[config.mk]
export PLATFORM = sky130hd
export DESIGN_NAME = value_stack_with_search_remove
export DESIGN_NICKNAME = d
export VERILOG_FILES = /design/src/hdl/vstk_pkg.sv /design/src/hdl/value_stack_with_search_remove.sv
export SDC_FILE = /design/constraint.sdc
export NUM_CORES = 2
export LEC_CHECK = 0
export BUFFER_PORTS_ARGS = -buffer_cell sky130_fd_sc_hd__buf_2
export CORE_ASPECT_RATIO = 0.75
export CORE_MARGIN = 1.5
export CORE_UTILIZATION = 29
export CTS_BUF_LIST = sky130_fd_sc_hd__clkbuf_8 sky130_fd_sc_hd__clkbuf_16
export DETAILED_ROUTE_END_ITERATION = 6
export GPL_TIMING_DRIVEN = 1
export HOLD_SLACK_MARGIN = 0.15
export MAX_ROUTING_LAYER = met4
export PLACE_DENSITY = 0.49
export SYNTH_ARGS = -nofsm -noshare
export SYNTH_HDL_FRONTEND = slang
export SYNTH_SLANG_ARGS = --single-unit
[constraint.sdc]
create_clock -name clk -period 4 [get_ports clk]
set_input_delay 0.4 -clock clk [delete_from_list [all_inputs] [get_ports clk]]
set_output_delay 0.4 -clock clk [all_outputs]
set_load 0.03 [all_outputs]
[src/hdl/vstk_pkg.sv]
package vstk_pkg;

  // storage geometry
  localparam int DEPTH      = 64;
  localparam int DATA_WIDTH = 16;
  localparam int ADDR_W     = $clog2(DEPTH);
  localparam int CNT_W      = $clog2(DEPTH + 1);

  // request fields
  localparam int OP_W        = 3;
  localparam int VAL_W       = 16;
  localparam int IN_OP_LSB   = 0;
  localparam int IN_VAL_LSB  = IN_OP_LSB + OP_W;
  localparam int IN_TDATA_W  = 24;

  // result fields
  localparam int RD_W        = 16;
  localparam int RCNT_W      = 7;
  localparam int OUT_RD_LSB    = 0;
  localparam int OUT_EMPTY_BIT = OUT_RD_LSB + RD_W;
  localparam int OUT_HIT_BIT   = OUT_EMPTY_BIT + 1;
  localparam int OUT_REM_LSB   = OUT_HIT_BIT + 1;
  localparam int OUT_FILL_LSB  = OUT_REM_LSB + RCNT_W;
  localparam int OUT_OVF_BIT   = OUT_FILL_LSB + RCNT_W;
  localparam int OUT_USED_W    = OUT_OVF_BIT + 1;
  localparam int OUT_TDATA_W   = 40;

  // operation codes
  localparam logic [OP_W-1:0] OP_PUSH       = 3'd0;
  localparam logic [OP_W-1:0] OP_POP        = 3'd1;
  localparam logic [OP_W-1:0] OP_PEEK       = 3'd2;
  localparam logic [OP_W-1:0] OP_REMOVE     = 3'd3;
  localparam logic [OP_W-1:0] OP_REMOVE_ALL = 3'd4;
  localparam logic [OP_W-1:0] OP_CONTAINS   = 3'd5;
  localparam logic [OP_W-1:0] OP_CLEAR      = 3'd6;

endpackage

[src/hdl/value_stack_with_search_remove.sv]
// Bounded LIFO of 64 values (16 bits) with search and delete by value, one result per
// request. Entries live in a single-port-read, single-port-write synchronous RAM, so
// every pass over the stack moves one entry per cycle. Push, clear and the unused code
// go straight to the result state; pop and peek first read the top entry. Contains and
// remove scan from the top down, one RAM read a cycle, until a match or the bottom.
// Remove first match scans down to the match at index i and then shifts the entries
// above it down one place. Remove all compacts the whole stack in one upward pass. The
// result sits in an output register, so a new request is accepted while the previous
// result waits; the next result then waits as long as out_tready holds the register.
// in_tdata: op [2:0], value [18:3]. out_tdata: read_value [15:0], was_empty [16],
// hit [17], removed_count [24:18], fill_level [31:25], overflow [32].
module value_stack_with_search_remove (
  input  logic                              clk,
  input  logic                              rst_n,
  input  logic                              in_tvalid,
  output logic                              in_tready,
  // op, value
  input  logic [vstk_pkg::IN_TDATA_W-1:0]   in_tdata,
  output logic                              out_tvalid,
  input  logic                              out_tready,
  // read_value, was_empty, hit, removed_count, fill_level, overflow
  output logic [vstk_pkg::OUT_TDATA_W-1:0]  out_tdata
);

  localparam int CW = vstk_pkg::CNT_W;
  localparam int AW = vstk_pkg::ADDR_W;
  localparam int DW = vstk_pkg::DATA_WIDTH;

  // state codes
  localparam logic [2:0] S_IDLE    = 3'd0;
  localparam logic [2:0] S_READ    = 3'd1;
  localparam logic [2:0] S_SEARCH  = 3'd2;
  localparam logic [2:0] S_COMPACT = 3'd3;
  localparam logic [2:0] S_FIN     = 3'd4;

  logic [2:0]                    state_r, state_nxt;
  logic [vstk_pkg::OP_W-1:0]     op_r, op_nxt;
  logic [DW-1:0]                 val_r, val_nxt;
  logic [CW-1:0]                 cnt_r, cnt_nxt;
  logic [CW-1:0]                 rd_ptr_r, rd_ptr_nxt;
  logic [CW-1:0]                 wr_ptr_r, wr_ptr_nxt;
  logic                          pend_r, pend_nxt;

  logic [DW-1:0]                 res_rd_r, res_rd_nxt;
  logic                          res_empty_r, res_empty_nxt;
  logic                          res_hit_r, res_hit_nxt;
  logic [CW-1:0]                 res_rem_r, res_rem_nxt;
  logic                          res_ovf_r, res_ovf_nxt;

  logic                          out_valid_r, out_valid_nxt;
  logic [vstk_pkg::OUT_TDATA_W-1:0] out_data_r, out_data_nxt;

  logic [DW-1:0]                 mem_q [vstk_pkg::DEPTH];
  logic [DW-1:0]                 mem_rdata_r;
  logic                          mem_we, mem_re;
  logic [AW-1:0]                 mem_waddr, mem_raddr;
  logic [DW-1:0]                 mem_wdata;

  logic                          accept;
  logic                          out_free;
  logic [vstk_pkg::OP_W-1:0]     in_op;
  logic [DW-1:0]                 in_val;
  logic [CW-1:0]                 cnt_dec;
  logic [CW-1:0]                 rd_dec;
  logic                          data_match;

  // request fields and handshake
  assign in_op     = in_tdata[vstk_pkg::IN_OP_LSB +: vstk_pkg::OP_W];
  assign in_val    = in_tdata[vstk_pkg::IN_VAL_LSB +: DW];
  assign in_tready = (state_r == S_IDLE);
  assign accept    = in_tvalid && in_tready;
  assign out_free  = !out_valid_r || out_tready;

  assign cnt_dec    = cnt_r - CW'(1);
  assign rd_dec     = rd_ptr_r - CW'(1);
  assign data_match = (mem_rdata_r == val_r);

  // entry memory
  always_ff @(posedge clk) begin
    if (mem_we) begin
      mem_q[mem_waddr] <= mem_wdata;
    end
    if (mem_re) begin
      mem_rdata_r <= mem_q[mem_raddr];
    end
  end

  // sequencer
  always_comb begin
    state_nxt     = state_r;
    op_nxt        = op_r;
    val_nxt       = val_r;
    cnt_nxt       = cnt_r;
    rd_ptr_nxt    = rd_ptr_r;
    wr_ptr_nxt    = wr_ptr_r;
    pend_nxt      = 1'b0;
    res_rd_nxt    = res_rd_r;
    res_empty_nxt = res_empty_r;
    res_hit_nxt   = res_hit_r;
    res_rem_nxt   = res_rem_r;
    res_ovf_nxt   = res_ovf_r;
    out_valid_nxt = out_valid_r && !out_tready;
    out_data_nxt  = out_data_r;
    mem_we        = 1'b0;
    mem_waddr     = cnt_r[AW-1:0];
    mem_wdata     = in_val;
    mem_re        = 1'b0;
    mem_raddr     = cnt_dec[AW-1:0];

    unique case (state_r)
      S_IDLE: begin
        if (accept) begin
          op_nxt        = in_op;
          val_nxt       = in_val;
          res_rd_nxt    = '0;
          res_empty_nxt = 1'b0;
          res_hit_nxt   = 1'b0;
          res_rem_nxt   = '0;
          res_ovf_nxt   = 1'b0;
          state_nxt     = S_FIN;
          unique case (in_op) inside
            vstk_pkg::OP_PUSH: begin
              if (cnt_r == CW'(vstk_pkg::DEPTH)) begin
                res_ovf_nxt = 1'b1;
              end else begin
                mem_we  = 1'b1;
                cnt_nxt = cnt_r + CW'(1);
              end
            end
            vstk_pkg::OP_POP, vstk_pkg::OP_PEEK: begin
              if (cnt_r == '0) begin
                res_empty_nxt = 1'b1;
              end else begin
                mem_re    = 1'b1;
                state_nxt = S_READ;
              end
            end
            vstk_pkg::OP_REMOVE, vstk_pkg::OP_CONTAINS: begin
              // downward scan starts just above the top
              rd_ptr_nxt = cnt_r;
              state_nxt  = S_SEARCH;
            end
            vstk_pkg::OP_REMOVE_ALL: begin
              rd_ptr_nxt = '0;
              wr_ptr_nxt = '0;
              state_nxt  = S_COMPACT;
            end
            vstk_pkg::OP_CLEAR: begin
              res_rem_nxt = cnt_r;
              res_hit_nxt = (cnt_r != '0);
              cnt_nxt     = '0;
            end
            default: begin
            end
          endcase
        end
      end

      S_READ: begin
        // top entry arrives from the memory
        res_rd_nxt = mem_rdata_r;
        if (op_r == vstk_pkg::OP_POP) begin
          cnt_nxt     = cnt_dec;
          res_rem_nxt = CW'(1);
        end
        state_nxt = S_FIN;
      end

      S_SEARCH: begin
        // pending read came from address rd_ptr_r
        if (pend_r && data_match) begin
          res_hit_nxt = 1'b1;
          if (op_r == vstk_pkg::OP_REMOVE) begin
            rd_ptr_nxt = rd_ptr_r + CW'(1);
            wr_ptr_nxt = rd_ptr_r;
            state_nxt  = S_COMPACT;
          end else begin
            state_nxt = S_FIN;
          end
        end else if (!pend_r && rd_ptr_r == '0) begin
          state_nxt = S_FIN;
        end else if (rd_ptr_r != '0) begin
          mem_re     = 1'b1;
          mem_raddr  = rd_dec[AW-1:0];
          rd_ptr_nxt = rd_dec;
          pend_nxt   = 1'b1;
        end
      end

      S_COMPACT: begin
        // write back kept entries, drop matches in remove-all mode
        if (pend_r) begin
          if (!(op_r == vstk_pkg::OP_REMOVE_ALL && data_match)) begin
            mem_we     = 1'b1;
            mem_waddr  = wr_ptr_r[AW-1:0];
            mem_wdata  = mem_rdata_r;
            wr_ptr_nxt = wr_ptr_r + CW'(1);
          end
        end
        if (rd_ptr_r < cnt_r) begin
          mem_re     = 1'b1;
          mem_raddr  = rd_ptr_r[AW-1:0];
          rd_ptr_nxt = rd_ptr_r + CW'(1);
          pend_nxt   = 1'b1;
        end else if (!pend_r) begin
          cnt_nxt     = wr_ptr_r;
          res_rem_nxt = cnt_r - wr_ptr_r;
          res_hit_nxt = (cnt_r != wr_ptr_r);
          state_nxt   = S_FIN;
        end
      end

      S_FIN: begin
        // hand the result to the output register
        if (out_free) begin
          out_valid_nxt = 1'b1;
          out_data_nxt  = {
            (vstk_pkg::OUT_TDATA_W - vstk_pkg::OUT_USED_W)'(0),
            res_ovf_r,
            vstk_pkg::RCNT_W'(cnt_r),
            vstk_pkg::RCNT_W'(res_rem_r),
            res_hit_r,
            res_empty_r,
            vstk_pkg::RD_W'(res_rd_r)
          };
          state_nxt = S_IDLE;
        end
      end

      default: begin
        state_nxt = S_IDLE;
      end
    endcase
  end

  // control registers
  always_ff @(posedge clk) begin
    if (!rst_n) begin
      state_r     <= S_IDLE;
      cnt_r       <= '0;
      pend_r      <= 1'b0;
      out_valid_r <= 1'b0;
    end else begin
      state_r     <= state_nxt;
      cnt_r       <= cnt_nxt;
      pend_r      <= pend_nxt;
      out_valid_r <= out_valid_nxt;
    end
  end

  // payload registers
  always_ff @(posedge clk) begin
    op_r        <= op_nxt;
    val_r       <= val_nxt;
    rd_ptr_r    <= rd_ptr_nxt;
    wr_ptr_r    <= wr_ptr_nxt;
    res_rd_r    <= res_rd_nxt;
    res_empty_r <= res_empty_nxt;
    res_hit_r   <= res_hit_nxt;
    res_rem_r   <= res_rem_nxt;
    res_ovf_r   <= res_ovf_nxt;
    out_data_r  <= out_data_nxt;
  end

  assign out_tvalid = out_valid_r;
  assign out_tdata  = out_data_r;

endmodule

* Word-level counts from Yosys, hierarchy flattened
Memory sizes are Yosys's and may differ from the RTL's. A register that Yosys moved wholly into a read port is not among the register bits.
Cells that the tools add are included.
** Word-level totals
- Memories :: 1
- Logic and storage cells :: 163
- Memory bits (writable) :: 1024
- Register bits after elaboration :: 104
** Cells by class
- Reduce and logical (&&, ||, !) cells :: 29
- Muxes and demuxes :: 78
- Add/sub/neg operators :: 6
- Magnitude comparators :: 1
- Equal/unequal tests :: 34
** Memories
- mem_q :: words 64, bits a word 16, rd ports 1, clocked after Yosys merged registers in 1, wr ports 1, RTL line value_stack_with_search_remove.sv:53 : logic [DW-1:0] mem_q [vstk_pkg::DEPTH];
** Operators by type and width (number)
- 7-bit 2-to-1 mux :: 22
- 7-bit case mux with 3 select lines :: 4
- 16-bit 2-to-1 mux :: 4
- 6-bit 2-to-1 mux :: 7
- 16-bit case mux with 2 select lines :: 1
- 7-bit case mux with 2 select lines :: 2
- 3-bit 2-to-1 mux :: 8
- 1-bit 2-to-1 mux :: 23
- 7-bit by 1-bit adder with 7-bit output (second input constant) :: 3
- 7-bit AND reduction :: 3
- 2-bit != test (second input constant) :: 9
- 16-bit equality test :: 1
- 3-bit by 2-bit equality test with 1-bit output (second input constant) :: 5
- 3-bit equality test (second input constant) :: 5
- 3-bit != test (second input constant) :: 5
- 3-bit case mux with 5 select lines :: 1
- 5-bit AND reduction :: 3
- 7-bit logical NOT :: 2
- 7-bit nonzero test :: 2
- 7-bit by 1-bit subtractor with 7-bit output (second input constant) :: 2
- 6-bit case mux with 2 select lines :: 1
- 3-bit by 1-bit equality test with 1-bit output (second input constant) :: 3
- 3-bit case mux with 3 select lines :: 1
- 7-bit equality test (second input constant) :: 1
- 15 further kinds :: 30

* Longest topological paths before layout
- Word-level depth :: 7
- Gate-level depth with buffers :: 17
- Depth with buffers taken out :: 12

* Worst setup path before layout
OpenSTA, ideal clock, no wires.
- Path type :: reg2reg
- Start :: reg cnt_r[5]
- End :: reg mem_rdata_r[14] (read register of mem_q), data pin
- Path buffers :: 2
- Library setup time :: 0.255 ns
- Path slack :: 0.118 ns
- Required time :: 3.745 ns
- Data arrival time :: 3.627 ns
- Cell stages (with the launch flop) :: 14
- Path through :: dfxtp_1 -> clkbuf_1 -> inv_1 -> ha_1 -> and3_1 -> a221o_1 -> a31oi_1 -> mux2i_1 -> and2_1 -> nor2_1 -> nor4_2 -> clkbuf_1 -> a2111oi_0 -> and3_1
** Between the ends
- Longest elaborated chain between the ends :: 5
- Elaborated cells between the ends (all ways) :: 13
** Ends and longest elaborated chain
- start: declaration :: RTL line value_stack_with_search_remove.sv:39 : logic [CW-1:0] cnt_r, cnt_nxt;
- start signal: assignment :: RTL line value_stack_with_search_remove.sv:245 : cnt_r <= cnt_nxt;
- 7-bit by 1-bit subtractor with 7-bit output / 7-bit logical NOT (equally long branches) :: RTL line value_stack_with_search_remove.sv:74, value_stack_with_search_remove.sv:131
- 6-bit 2-to-1 mux / 1-bit 2-to-1 mux (equally long branches) :: RTL line value_stack_with_search_remove.sv:182, value_stack_with_search_remove.sv:131
- 6-bit 2-to-1 mux / 1-bit 2-to-1 mux (equally long branches) :: RTL line value_stack_with_search_remove.sv:180, value_stack_with_search_remove.sv:121
- 6-bit 2-to-1 mux / 1-bit 2-to-1 mux (equally long branches) :: RTL line value_stack_with_search_remove.sv:171, value_stack_with_search_remove.sv:112
- 6-bit case mux with 2 select lines / 1-bit case mux with 3 select lines (equally long branches) :: RTL line value_stack_with_search_remove.sv:110 : unique case (state_r)
- end: declaration :: RTL line value_stack_with_search_remove.sv:54 : logic [DW-1:0] mem_rdata_r;
Parallel ways exist; a longest one is shown, timed or not.
A chain may end at the register's enable or synchronous reset.

* Final worst setup path
- Start :: reg rd_ptr_r[4]
- End :: reg mem_rdata_r[2] (read register of mem_q), data pin
** Between the ends
- Longest elaborated chain between the ends :: 5
- Elaborated cells between the ends (all ways) :: 15
** Ends and longest elaborated chain
- start: declaration :: RTL line value_stack_with_search_remove.sv:40 : logic [CW-1:0] rd_ptr_r, rd_ptr_nxt;
- start signal: assignment :: RTL line value_stack_with_search_remove.sv:255 : rd_ptr_r <= rd_ptr_nxt;
- 7-bit by 1-bit subtractor with 7-bit output, or another cell as far along :: RTL line value_stack_with_search_remove.sv:75 : assign rd_dec = rd_ptr_r - CW'(1);
- 6-bit 2-to-1 mux, or another cell as far along :: RTL line value_stack_with_search_remove.sv:182 : end else if (rd_ptr_r != '0) begin
- 6-bit 2-to-1 mux / 1-bit 2-to-1 mux (equally long branches) :: RTL line value_stack_with_search_remove.sv:180 : end else if (!pend_r && rd_ptr_r == '0) begin
- 6-bit 2-to-1 mux / 1-bit 2-to-1 mux (equally long branches) :: RTL line value_stack_with_search_remove.sv:171 : if (pend_r && data_match) begin
- 6-bit case mux with 2 select lines / 1-bit case mux with 3 select lines (equally long branches) :: RTL line value_stack_with_search_remove.sv:110
Parallel ways exist; a longest one is shown, timed or not.

==> impl_metrics.tcl <==
set metrics [dict create \
    outcome "finished, violations left" \
    violated_checks "setup timing" \
    tritoncts "yes" \
    first_global_vias 28063 \
    grt_setup_unrepaired "yes" \
    drt_iter0_drc 3340 \
    netlist_instances 3316 \
    timing.critical_path.to_type "flip-flop" \
    grt_overflow_total 0 \
    initial_core_util_pct 29.3 \
    clock_tree.htree_level_count 3 \
    finalHoldViolCount 0 \
    worst_stage_delay_on_the_critical_path_ns 0.59 \
    finalWirelength_um 144000 \
    via_count 30174 \
    post_synth_instance_area_um2 46300 \
    worst_ep_arrival_time_ns 4.77 \
    finalWorstPathRequiredPeriod_ns 4.28 \
    grt_antenna_before_repair 4 \
    clock-sinks 1144 \
    clock-skew-final_ns 0.0443 \
    mostFrequentLayoutCell "edfxtp_1" \
    maxCapViolCount 0 \
    power.total_w 0.0538 \
    async_flop_share_pct 0 \
    seq_area_frac_synth_pct 73.9 \
    global_routing_s_busiest_layer "met1" \
    synthDominantAreaCellType "edfxtp_1" \
    pin_count 70 \
    die_area_um2 162000 \
    globalRouteMet1Util_pct 27.9 \
    pwr_density_cell_nw_per_um2 924 \
    nets 3833 \
    die-height_um 349 \
    areaGrowthSynthToFinish_pct 25.7 \
    synth.yosys.warnings 0 \
    post-route-drc-count 0 \
    grt_pass1_wl_um 206000 \
    num_rows 126 \
    drt_pre_antenna_iters 5 \
    cts_root_buf "clkbuf_16" \
    drt.antenna.violating_nets 0 \
    synth.top_cells.by_area "edfxtp_1 73%, nand2_1 5.5%, a21oi_1 2.9%" \
    die_x_um 464 \
    core_region_area_um2 158000 \
    synth_cell_types 76 \
    cp_data_required_time_ns 4.48 \
    cell_with_the_biggest_individual_delay_on_the_critical_path "or4_4" \
    worstPathCellList "ha_1 -> and3_4 -> a221o_1 -> a311oi_4 -> buf_4 -> a21o_1 -> o211a_4 -> a21oi_4 -> buf_12 -> buf_4 -> a32oi_2 -> a31oi_2 -> or4_4 -> buf_12 -> nor4_4" \
    max-slew-margin-rel_pct 34.8 \
    worst_hold_slack_ns 0.250 \
    cts_made_buffers 111 \
    hold_path_class "input pin to flip-flop" \
    final.fill_count 15114 \
    place.port_buffers 57 \
    synth_largest_type_area_fraction_pct 73.4 \
    synth-edff-count 1132 \
    finalSetupTns_ns -1.95 \
    synth_area_per_cell_um2 14.0 \
    finalWorstSetupSlack_ns -0.285 \
    critPathKind "flip-flop to flip-flop" \
    dp_hpwl_um 89600 \
    grt_max_degree 77 \
    clkTransAtPathRegs_ns 0.06 \
    most-common-layout-cells "1132 x edfxtp_1, 673 x nand2_1, 347 x buf_4" \
    met3_usage_grt_pct 2.63 \
    timing.critical_path.fanout_max 25 \
    post_drt_via_cell_ratio 5.03 \
    finalSetupViolations 13 \
    final_layout_size_suffix_gt1_share_pct 23.1 \
    maximum_achievable_frequency_mhz 233 \
    ys_dominant_reg_cell "edfxtp_1" \
    worst_ir_drop_vdd_mv 0.629 \
    leakage_nw 20.3 \
    ctsLongestPathBuffers 3 \
    post_drt_wl_per_cell_um 24.0 \
    final_max_slew_viol_count 0 \
    final_cycle_share_pct 107 \
    worstSkewPairLatency_ns 0.74 \
    synth_seq_cells 1144 \
    routabilityCongestion 0.857 \
    gr-usage-all-layers_pct 17.8 \
    crit_path_start_kind "flip-flop" \
    transition_time_of_the_tightest_slew_check_pin_ns 0.978 \
    global_route.usage.met2_pct 24.3 \
]
[path summary, 6_finish.rpt]
check | start | slack [ns] | depth (start not counted) | to
max | rd_ptr_r[4]$_DFFE_PP_ | -0.28 | 15 | mem_rdata_r[2]$_DFFE_PP_
min | in_tvalid | 0.25 | 3 | res_hit_r$_DFFE_PP_
max reg2reg | rd_ptr_r[4]$_DFFE_PP_ | -0.28 | 15 | mem_rdata_r[2]$_DFFE_PP_
min reg2reg | res_empty_r$_SDFFCE_PP0P_ | 0.42 | 0 | out_tdata[16]$_DFFE_PP_
[power breakdown]
part           switching (W)  total (W)  internal, W
registers           0.000314     0.0143       0.0139
logic                 0.0172     0.0290       0.0118
clock network        0.00459     0.0105      0.00594
[logic make-up after synthesis]
| logic type | count (synthesis) | share of synthesized area, % |
|---|---|---|
| compound gates | 703 | 9.98 |
| xor+xnor | 37 | 0.700 |
| fa+ha+maj | 18 | 0.502 |
| buf+inv | 246 | 2.48 |
| flops | 1144 | 73.9 |
| mux | 94 | 2.08 |
| other cells | 1 | 0.00810 |
| simple gates | 1073 | 10.3 |
[timing repair]
item / 4_1_cts / 5_1_grt
pin swaps: 32 / 24
endpoints found under the setup margin: 326 / 16
hold buffers: 22 / 0
gates resized for setup: 104 / 83
gates cloned: 3 / 4
hold endpoints to repair: 28 / 0
buffers inserted: 15 / 34
[synth_stat cells, types with 9 or more instances]
| cell type | number |
|---|---|
| nand3_1 | 149 |
| a21oi_1 | 273 |
| nand2b_1 | 9 |
| a22oi_1 | 98 |
| nand2_1 | 677 |
| buf_4 | 28 |
| o22ai_1 | 47 |
| a32oi_1 | 67 |
| or4_4 | 10 |
| buf_2 | 77 |
| nor3_1 | 10 |
| xnor2_1 | 15 |
| nor2_1 | 111 |
| a21o_1 | 9 |
| a22o_1 | 33 |
| buf_1 | 25 |
| edfxtp_1 | 1132 |
| o21ai_0 | 36 |
| a211oi_1 | 13 |
| dfxtp_1 | 12 |
| xor2_1 | 22 |
| mux2_2 | 18 |
| clkbuf_1 | 84 |
| a31oi_1 | 66 |
| inv_1 | 29 |
| ha_1 | 17 |
| nor4_1 | 14 |
| and2_1 | 22 |
| a221o_1 | 19 |
| nor4_2 | 16 |
| mux2i_1 | 76 |
[cell type report]
class	count	area, µm²	share of cell area, %
diodes	3	7.51	0.0129
clock buffers	113	2830	4.86
clock inverters	92	779	1.34
inverters	29	109	0.187
multi-input cells	1932	11900	20.4
flip-flops and latches	1144	34200	58.8
well taps	2112	2640	4.54
repair buffers	569	5780	9.93
[stage by stage]
stage               util (%)  setup WS (ns)  instances  area, µm²
floorplan                  -          0.118       3322      46300
global placement        33.4         -0.796       5711      52800
detailed placement      33.4         -0.803       5711      52800
CTS                     36.4         -0.209       5955      57400
global route            36.9         -0.332       5993      58200
finish                  36.9         -0.285       5994      58200
[sequential cells by signal, summed over array words and instances, names as in the netlist]
signal / cells
res_rd_r: 16
res_empty_r: 1
rd_ptr_r: 7
op_r: 3
res_hit_r: 1
res_rem_r: 7
res_ovf_r: 1
val_r: 16
mem_rdata_r: 16
wr_ptr_r: 7
out_tvalid: 1
out_tdata: 33
cnt_r: 7
mem_q: 1024
pend_r: 1
state_r: 3
[worst max-delay path, delay by kind of cell, from the launching register on]
kind                       cells  cell delay (ns)
DFF                            1             0.41
buffers and inverters          4             0.74
AOI/OAI and AO/OA              7             1.47
and+or+nand+nor                3             1.09
adders and majority gates      1             0.32
[per-layer routing]
| layer | routed length [µm] | vias to the layer above |
|---|---|---|
| li1 | - | 13580 |
| met1 | 72400 | 15399 |
| met2 | 58900 | 1021 |
| met3 | 10100 | 174 |
| met4 | 2450 | 0 |
| met5 | 0 | - |
Note: power is estimated with default switching activity, not from simulation.
